### src/rtl/tcw_pkg.sv
// ----------------------------------------------------------------------------
// tcw_pkg
// Shared types and constants of the text console writer: command codes,
// stream widths and the controller/datapath interface structs.
// ----------------------------------------------------------------------------
package tcw_pkg;

  localparam int DEF_COLUMNS = 80;
  localparam int DEF_ROWS    = 25;

  localparam logic [7:0] NEWLINE_CODE = 8'd10;
  localparam logic [7:0] SPACE_CODE   = 8'd32;
  localparam logic [7:0] ATTR_RESET   = 8'd15;

  localparam int IN_W  = 24;
  localparam int OUT_W = 32;

  typedef enum logic [1:0] {
    CMD_PUT   = 2'd0,
    CMD_CLEAR = 2'd1,
    CMD_READ  = 2'd2
  } cmd_t;

  typedef struct packed {
    logic load_in;
    logic exec;
    logic put;
    logic read;
    logic clear_start;
    logic scroll_start;
    logic sweep_run;
    logic load_out;
  } ctl_t;

  typedef struct packed {
    logic [1:0] cmd;
    logic       wrap;
    logic       sweep_done;
  } sts_t;

endpackage

### src/rtl/tcw_ctrl.sv
// ----------------------------------------------------------------------------
// tcw_ctrl
// Sequencer of the console: takes a request, steps the datapath through
// address setup, the command's action and any store sweep, then hands the
// result to the output register.
// ----------------------------------------------------------------------------
module tcw_ctrl (
  input  logic          clk,
  input  logic          rst,
  input  logic          in_valid,
  output logic          in_ready,
  output logic          out_valid,
  input  logic          out_ready,
  input  tcw_pkg::sts_t sts,
  output tcw_pkg::ctl_t ctl
);
  import tcw_pkg::*;

  typedef enum logic [5:0] {
    S_INIT  = 6'b000001,
    S_IDLE  = 6'b000010,
    S_EXEC  = 6'b000100,
    S_ACT   = 6'b001000,
    S_SWEEP = 6'b010000,
    S_DONE  = 6'b100000
  } state_t;

  state_t state, state_next;
  logic   out_free;

  assign in_ready = (state == S_IDLE);
  assign out_free = !out_valid || out_ready;

  always_comb begin
    state_next = state;
    ctl        = '0;
    case (state)
      S_INIT: begin
        ctl.sweep_run = 1'b1;
        if (sts.sweep_done) state_next = S_IDLE;
      end
      S_IDLE: begin
        if (in_valid) begin
          ctl.load_in = 1'b1;
          state_next  = S_EXEC;
        end
      end
      S_EXEC: begin
        ctl.exec   = 1'b1;
        state_next = S_ACT;
      end
      S_ACT: begin
        state_next = S_DONE;
        case (sts.cmd)
          CMD_PUT: begin
            ctl.put = 1'b1;
            if (sts.wrap) begin
              ctl.scroll_start = 1'b1;
              state_next       = S_SWEEP;
            end
          end
          CMD_CLEAR: begin
            ctl.clear_start = 1'b1;
            state_next      = S_SWEEP;
          end
          CMD_READ: ctl.read = 1'b1;
          default: ;
        endcase
      end
      S_SWEEP: begin
        ctl.sweep_run = 1'b1;
        if (sts.sweep_done) state_next = S_DONE;
      end
      S_DONE: begin
        if (out_free) begin
          ctl.load_out = 1'b1;
          state_next   = S_IDLE;
        end
      end
      default: state_next = S_IDLE;
    endcase
  end

  always_ff @(posedge clk) begin
    if (rst) begin
      state     <= S_INIT;
      out_valid <= 1'b0;
    end else begin
      state <= state_next;
      if (ctl.load_out) out_valid <= 1'b1;
      else if (out_ready) out_valid <= 1'b0;
    end
  end

endmodule

### config.mk
export PLATFORM = sky130hd
export DESIGN_NAME = tcw_ctrl
export DESIGN_NICKNAME = d
export VERILOG_FILES = /design/src/rtl/tcw_pkg.sv /design/src/rtl/tcw_ctrl.sv
export SDC_FILE = /design/constraint.sdc
export NUM_CORES = 1
export LEC_CHECK = 0
export BUFFER_PORTS_ARGS = -buffer_cell sky130_fd_sc_hd__buf_4
export CORE_AREA = 2 2 39 41
export DETAILED_ROUTE_END_ITERATION = 6
export DIE_AREA = 0 0 41 43
export PLACE_DENSITY = 0.71
export SLEW_MARGIN = 20
export SYNTH_ARGS = -nofsm -noshare
export SYNTH_HDL_FRONTEND = slang
export SYNTH_SLANG_ARGS = --single-unit
### constraint.sdc
create_clock -name clk -period 3.5 [get_ports clk]
set_clock_uncertainty 0.05 [all_clocks]
set_input_delay 0.175 -clock clk [delete_from_list [all_inputs] [get_ports clk]]
set_output_delay 0.175 -clock clk [all_outputs]
set_load 0.1 [all_outputs]
# Yosys cells after proc, flatten, opt, wreduce, memory -nomap -nowiden
# Index checks and enable logic that the tools add are counted.
[totals]
ramBits = 0
wordCells = 41
out_inout_bits = 10
latchBits = 0
input_bits = 8
rom_bits = 0
mem_count = 0
register_bits = 7
[classes]
multipliers = 0
mux = 21
bitwise_logic = 0
eq_ne = 12
order_cmp = 0
reduce_logical = 6
n_div = 0
shift = 0
add_sub_neg = 0
[op_table]
columns = ["op", "n"]
rows = [
  ["6-bit one-hot mux with 6 select lines", 1],
  ["6-bit two-way mux", 5],
  ["1-bit two-way mux", 13],
  ["6-bit one-hot mux with 2 select lines", 1],
  ["2-bit inequality test, second input constant", 4],
  ["6-bit by 1-bit equality test with 1-bit output, second input constant", 1],
  ["6-bit by 2-bit equality test with 1-bit output, second input constant", 1],
  ["6-bit by 3-bit equality test with 1-bit output, second input constant", 1],
  ["6-bit by 4-bit equality test with 1-bit output, second input constant", 1],
  ["6-bit by 5-bit equality test with 1-bit output, second input constant", 1],
  ["6-bit equality test, second input constant", 1],
  ["4-bit two-way mux", 1],
  ["4-bit AND reduction", 1],
  ["2-bit by 1-bit equality test with 1-bit output, second input constant", 1],
  ["2-bit equality test, second input constant", 1],
  ["2-bit zero test", 1],
  ["2-bit nonzero test", 1],
  ["2-bit OR reduction", 1],
  ["1-bit zero test", 1],
  ["1-bit logical OR", 1],
]

# Logic depth before layout (Yosys ltp)
# Gate-level depths: netlist of the first run.
[logic_depth]
word_depth = 5
mapped_depth = 5
ltp_nobuf = 4

# Worst setup path after synthesis of the first run
# No wires, ideal clock.
[synth_timing]
path_type = "register to output"
start = "register state[0]"
end = "output ctl[7] (netlist name)"
t_arrival_ns = 3.945
path_stages_with_launch = 4
slack_ns = -0.670
cell_sequence = "dfxtp_1 -> or4b_1 -> nor3_1 -> and2_1"
[synth_lines]
columns = ["item", "line_no", "rtl"]
rows = [
  ["start, declared", "tcw_ctrl.sv:28", "state_t state, state_next;"],
  ["start signal, assigned", "tcw_ctrl.sv:89", "state <= state_next;"],
  ["end, declared", "tcw_ctrl.sv:15", "output tcw_pkg::ctl_t ctl"],
]

==> results of run 1 <==
## report_power, final
part,switching (mW),internal (mW)
Sequential,0.00604,0.0831
Combinational,0.0474,0.0224
Clock,0.0334,0.0437
## cells by family (layout without fill, tap and decap cells)
kind of cell | Yosys count | count (layout) | share of synthesized area [%]
and+or+nand+nor | 38 | 38 | 48.2
AOI/OAI and AO/OA | 6 | 6 | 14.2
xor gates and xnor gates | 2 | 2 | 3.82
buffers and inverters | 4 | 24 | 3.27
DFF | 7 | 7 | 30.5
## cell type report
class,count,area [sq um]
fillers,137,744
multi-input cells,46,314
flip-flops and latches,7,140
repair buffers,17,128
clock buffers,4,26.3
well taps,16,20.0
inverters,3,11.3
## worst paths after layout
check,startpoint,end,cells past startpoint
setup / recovery,state[4],ctl[3],5
hold / removal,rst,state[5],2
setup reg to reg,state[4],state[5],4
hold reg to reg,out_valid,out_valid,2
## cell usage after synthesis, drive strengths merged
master	instances	area, sq um
nor2b	2	12.5
nand2	2	7.51
or4b	1	10.0
nor4	2	12.5
or3	1	6.26
inv	3	11.3
a221oi	1	15.0
nor3b	3	22.5
nand3	2	10.0
a21oi	1	5.00
dfxtp	7	140
nand2b	2	12.5
xor2	1	8.76
nor3	3	15.0
nand4	1	6.26
clkbuf	1	3.75
and2	1	6.26
o211a	1	10.0
or4	2	18.8
o211ai	1	12.5
nand3b	1	7.51
a32o	1	10.0
or3b	1	11.3
or2	1	6.26
nor4b	1	8.76
and3	1	6.26
nor2	11	41.3
xnor2	1	8.76
a211oi	1	12.5
## registers in the layout, indices dropped and copies added (netlist names)
name       cells
state          6
out_valid      1
## critical path, delay by kind of cell (launching register included)
kind,cells,cell delay [ps]
flip-flops,1,420
buffers and inverters,1,290
AND/OR/NAND/NOR,4,1420
## cells in the final DEF (no fill, tap or decap), drive strengths merged, types with 2 or more instances in the layout
cell type / n
buf: 17
nor2: 11
dfxtp: 7
clkbuf: 4
inv: 3
nor3b: 3
nor3: 3
nor2b: 2
nand3: 2
nand2b: 2
nor4: 2
nand2: 2
or4: 2
## per-layer routing
layer / vias up / GRT usage (%) / share of wire [%]
met2: 30 / 22.5 / 47
met4: 0 / 10.7 / 2.7
met3: 4 / 4.71 / 9.3
met5: - / 0 / 0
met1: 224 / 16.8 / 41
li1: 251 / - / -
==> results.py, run 1 <==
metrics = {
    "job": {
        "maxCapViolations": 0,
    },
    "layout": {
        "layout-drive-gt1-share_pct": 36.4,
        "stdcell_count": 93,
        "antenna_cells": 0,
        "areaGrowthSynthToFinish_pct": 39.2,
        "nNetsFinal": 86,
        "final_area_sq_um": 639,
        "final_util_pct": 46.2,
    },
    "clocking": {
        "clock_latency_ps": 260,
        "cts_root_buf": "clkbuf_4",
        "cts_buffer_depth": 2,
        "cts_max_level": 1,
        "cts_buffers": 3,
        "cts_setup_buffers": 0,
        "clock-sinks": 7,
        "hold_buffers": 0,
        "cts_resized": 0,
        "clk_pin_slew_ps": 50,
        "tritoncts": "done",
    },
    "drt": {
        "post-route-drc-count": 0,
        "drt_wl_total_um": 1170,
        "avgViaCountPerCell": 5.47,
        "dr.first_iter.drc_count": 16,
        "vias": 509,
        "detail_route.wl_per_cell_um": 12.6,
        "ant_nets": 0,
        "drtPass1Iterations": 4,
    },
    "sta": {
        "setup_viol": 0,
        "tightest_slew_ps": 462,
        "postLayoutSetupSlackWorst_ps": 886,
        "fmax_mhz": 383,
        "fin_hold_ws_ps": 96.0,
        "finalHoldViolations": 0,
        "fin_tns_setup_ps": 0,
        "min_period_over_period_pct": 74.7,
        "post-route-min-period_ps": 2610,
        "maxSlewHeadroom_pct": 68.9,
        "finalMaxSlewViolations": 0,
        "rsz0062_at_grt": "no",
    },
    "die": {
        "io_pins": 18,
        "die_w_um": 41,
        "start_util_pct": 33.2,
        "die_h_um": 43,
        "row_count": 14,
        "core_area_sq_um": 1380,
        "design.die.area_sq_um": 1760,
    },
    "placement": {
        "place_hpwl_um": 879,
        "dpl_cell_area_sq_um": 613,
        "gp_congestion": 0.788,
        "dpl_worst_slack_ps": 1170,
        "dpl.cell_count": 89,
        "port_buffers": 17,
    },
    "power": {
        "vdd_drop_max_mv": 0.135,
        "p_leak_nw": 0.287,
        "power_uw": 236,
        "powerDensity_nw_per_um2": 369,
    },
    "global_routing": {
        "grt_pass1_vias": 462,
        "grt_max_degree": 12,
        "grt_first_pass_wirelength_um": 1770,
        "grt_util_all_layers_pct": 15.0,
        "antenna_found_initial": 0,
        "globalRoute.totalOverflow": 0,
    },
    "synthesis": {
        "seq_area_frac_synth_pct": 30.5,
        "yosys_warnings": 0,
        "synth_cell_type_count": 30,
        "syn-instance-count": 57,
        "synth_fp_nets": 65,
        "ys_ff_latch": 7,
        "syn_area_per_cell_sq_um": 8.06,
        "syn_area_sq_um": 459,
    },
    "worst_setup_path": {
        "timing.reg2reg.setup_slack_ps": 1510,
        "max_stage_delay_ps": 600,
        "crit_path_end_kind": "output port",
        "crit_type": "reg2out",
        "cp.arrival_ps": 2390,
        "worstPathCellList": "or4_1, or3b_4, or2_2, nor2_1, buf_4",
        "cp-start-kind": "register",
        "slowest_stage": "or4_1",
        "crit_required_ps": 3270,
        "cp_max_fo": 11,
    },
    "status": {
        "status": "finished, final reports clean",
    },
    "min_path": {
        "min_path_type": "in2reg",
    },
}
Power figures use the tool's default switching activity.
==> inputs of run 2 (changes only) <==
Settings changed: PLACE_DENSITY 0.71 to 0.73.
Clock period 3.5 ns to 2.16 ns, I/O delays scaled along.
==> run 2 against run 1 <==
  * The flow now finishes with violations (negative setup slack)
  * Sequential cell count stayed put
  * Global-route usage is 1.1 points higher
  * Clock power is 56% higher
  * Via count is 4.1% higher
  * Combinational power is 100% higher
  * Cell count is 7.5% higher
  * Critical path depth stayed put
  * Clock-buffer cell count stayed put
  * Utilization is 11 points higher
  * Sequential share of layout area is 4.0 points lower
  * Die area stayed put
  * Sequential power is 56% higher
  * Critical path type unchanged
  * Critical endpoint unchanged
==> results.py, run 2 (same netlist as run 1, synthesis figures left out) <==
metrics = {
    "status": {
        "status": "complete, but fails checks",
        "violations": "negative setup slack",
    },
    "placement": {
        "dpl.cell_count": 96,
        "place_hpwl_um": 963,
        "gp_congestion": 0.762,
        "port_buffers": 17,
    },
    "layout": {
        "largest_reg_flops": 6,
        "antenna_cells": 0,
        "stdcell_count": 100,
        "largest_register": "state",
        "largest_registers": "state (6), out_valid (1)",
        "nNetsFinal": 93,
        "layout_commonest_cell": "buf_4",
        "layout-drive-gt1-share_pct": 53.6,
        "final_cell_mix": "buf_4 (19), nor2_1 (6), dfxtp_1 (6)",
        "areaGrowthSynthToFinish_pct": 71.4,
    },
    "global_routing": {
        "use_met2_pct": 27.8,
        "grt_max_degree": 11,
        "top_usage_layer": "met2",
        "antenna_found_initial": 0,
        "grt_util_all_layers_pct": 16.0,
        "globalRoute.totalOverflow": 0,
        "use_met1_pct": 19.0,
        "grt_first_pass_wirelength_um": 1950,
        "met3_usage_pct": 3.14,
        "grt_pass1_vias": 482,
    },
    "worst_setup_path": {
        "cp.arrival_ps": 2080,
        "crit_type": "reg2out",
        "max_stage_delay_ps": 530,
        "timing.reg2reg.setup_slack_ps": 140,
        "timing.rr.start": "state[0]",
        "cp-start-kind": "register",
        "r2r_end": "state[1]",
        "slowest_stage": "or4_4",
        "crit_path_end_kind": "output port",
        "crit_buf_inv": 1,
        "crit_required_ps": 2000,
        "worstRegToRegCells": 5,
        "worstPathCellList": "or4_4, or3b_4, or2_4, nor2_4, buf_12",
        "path_delay_family": "simple AND/OR/NAND/NOR gates",
        "cp_max_fo": 4,
    },
    "clocking": {
        "clk_pin_slew_ps": 50,
        "clock_latency_ps": 250,
        "cts_max_level": 1,
        "hold_buffers": 0,
        "clock-sinks": 7,
        "tritoncts": "done",
        "cts_buffers": 3,
        "cts_root_buf": "clkbuf_4",
        "cts_buffer_depth": 2,
        "cts_setup_buffers": 0,
    },
    "min_path": {
        "hold_path_end": "state[5]",
        "min_path_type": "in2reg",
        "hp-start": "rst",
        "hold_depth": 2,
    },
    "drt": {
        "vias": 530,
        "post-route-drc-count": 0,
        "dr.first_iter.drc_count": 9,
        "avgViaCountPerCell": 5.30,
        "drtPass1Iterations": 4,
        "ant_nets": 0,
        "detail_route.wl_per_cell_um": 12.7,
        "drt_wl_total_um": 1270,
    },
    "die": {
        "die_h_um": 43,
        "die_w_um": 41,
        "row_count": 14,
        "design.die.area_sq_um": 1760,
        "io_pins": 18,
        "core_area_sq_um": 1380,
        "start_util_pct": 33.2,
    },
    "sta": {
        "tightest_slew_ps": 480,
        "maxSlewHeadroom_pct": 67.7,
        "fmax_mhz": 446,
        "rsz0062_at_grt": "yes",
        "fin_tns_setup_ps": -177,
        "setup_viol": 3,
        "postLayoutSetupSlackWorst_ps": -82.4,
        "finalMaxSlewViolations": 0,
        "min_period_over_period_pct": 104,
        "finalHoldViolations": 0,
        "post-route-min-period_ps": 2240,
    },
    "job": {
        "maxCapViolations": 0,
    },
    "power": {
        "power_uw": 399,
        "powerDensity_nw_per_um2": 507,
        "p_leak_nw": 0.338,
        "vdd_drop_max_mv": 0.233,
    },
}
run 2: cell count changes in the layout (fill, tap and decap cells not counted), moves of 2 or more:
cell	change
nor2_1	-5
nor2_4	+2
nor2_2	+3
buf_4	+2
buf_12	+3
buf_6	+2
run 2: how the worst max path moves through the flow:
stage	from	endpoint	slack, ps	cells after the start
after floorplan	state[0]	ctl[7]	-240	3
after global placement	state[5]	ctl[3]	100	5
after detailed placement	state[5]	ctl[3]	70	5
after CTS	state[5]	ctl[3]	-90	5
after global routing	state[5]	ctl[3]	-120	5
final	state[5]	ctl[3]	-80	5
run 2: layer usage:
layer  up-vias  part of all wire (%)
li1        266                     -
met1       250                    42
met2        14                    52
met3         0                   6.0
met4         0                     0
met5         -                     0
run 2: what timing repair did:
action                     in CTS  in global routing
gates resized for setup        10                  4
setup endpoints to repair       4                  5
pin swaps                       1                  0
cloned                          0                  0
run 2: worst register-to-register path, cell delays in order, from the launching register on:
cell	delay [ps]
dfxtp_1	330
buf_4	160
or4b_4	560
or4_4	450
nor3b_1	170
a221oi_2	220
run 2: power by group:
| part | switching [mW] | internal [mW] | total (mW) |
|---|---|---|---|
| combinational | 0.0879 | 0.0518 | 0.140 |
| sequential | 0.00454 | 0.135 | 0.139 |
| clock | 0.0495 | 0.0706 | 0.120 |
run 2: area by class of cell:
class / instances / area, sq um
fillers: 116 / 597
multi-input cells: 46 / 363
repair buffers: 24 / 225
flip-flops and latches: 7 / 141
clock buffers: 4 / 26.3
well taps: 16 / 20.0
inverters: 3 / 11.3
run 2: per-stage QoR:
stage	utilization [%]	instance area [sq um]	hold WS, ps	worst slack, ps
finish	56.9	787	31.6	-82.4
global route	56.9	787	35.2	-123
CTS	56.1	776	24.5	-88.1
detailed placement	51.2	708	296	72.9
global placement	51.2	708	297	99.4
floorplan	-	512	123	-238
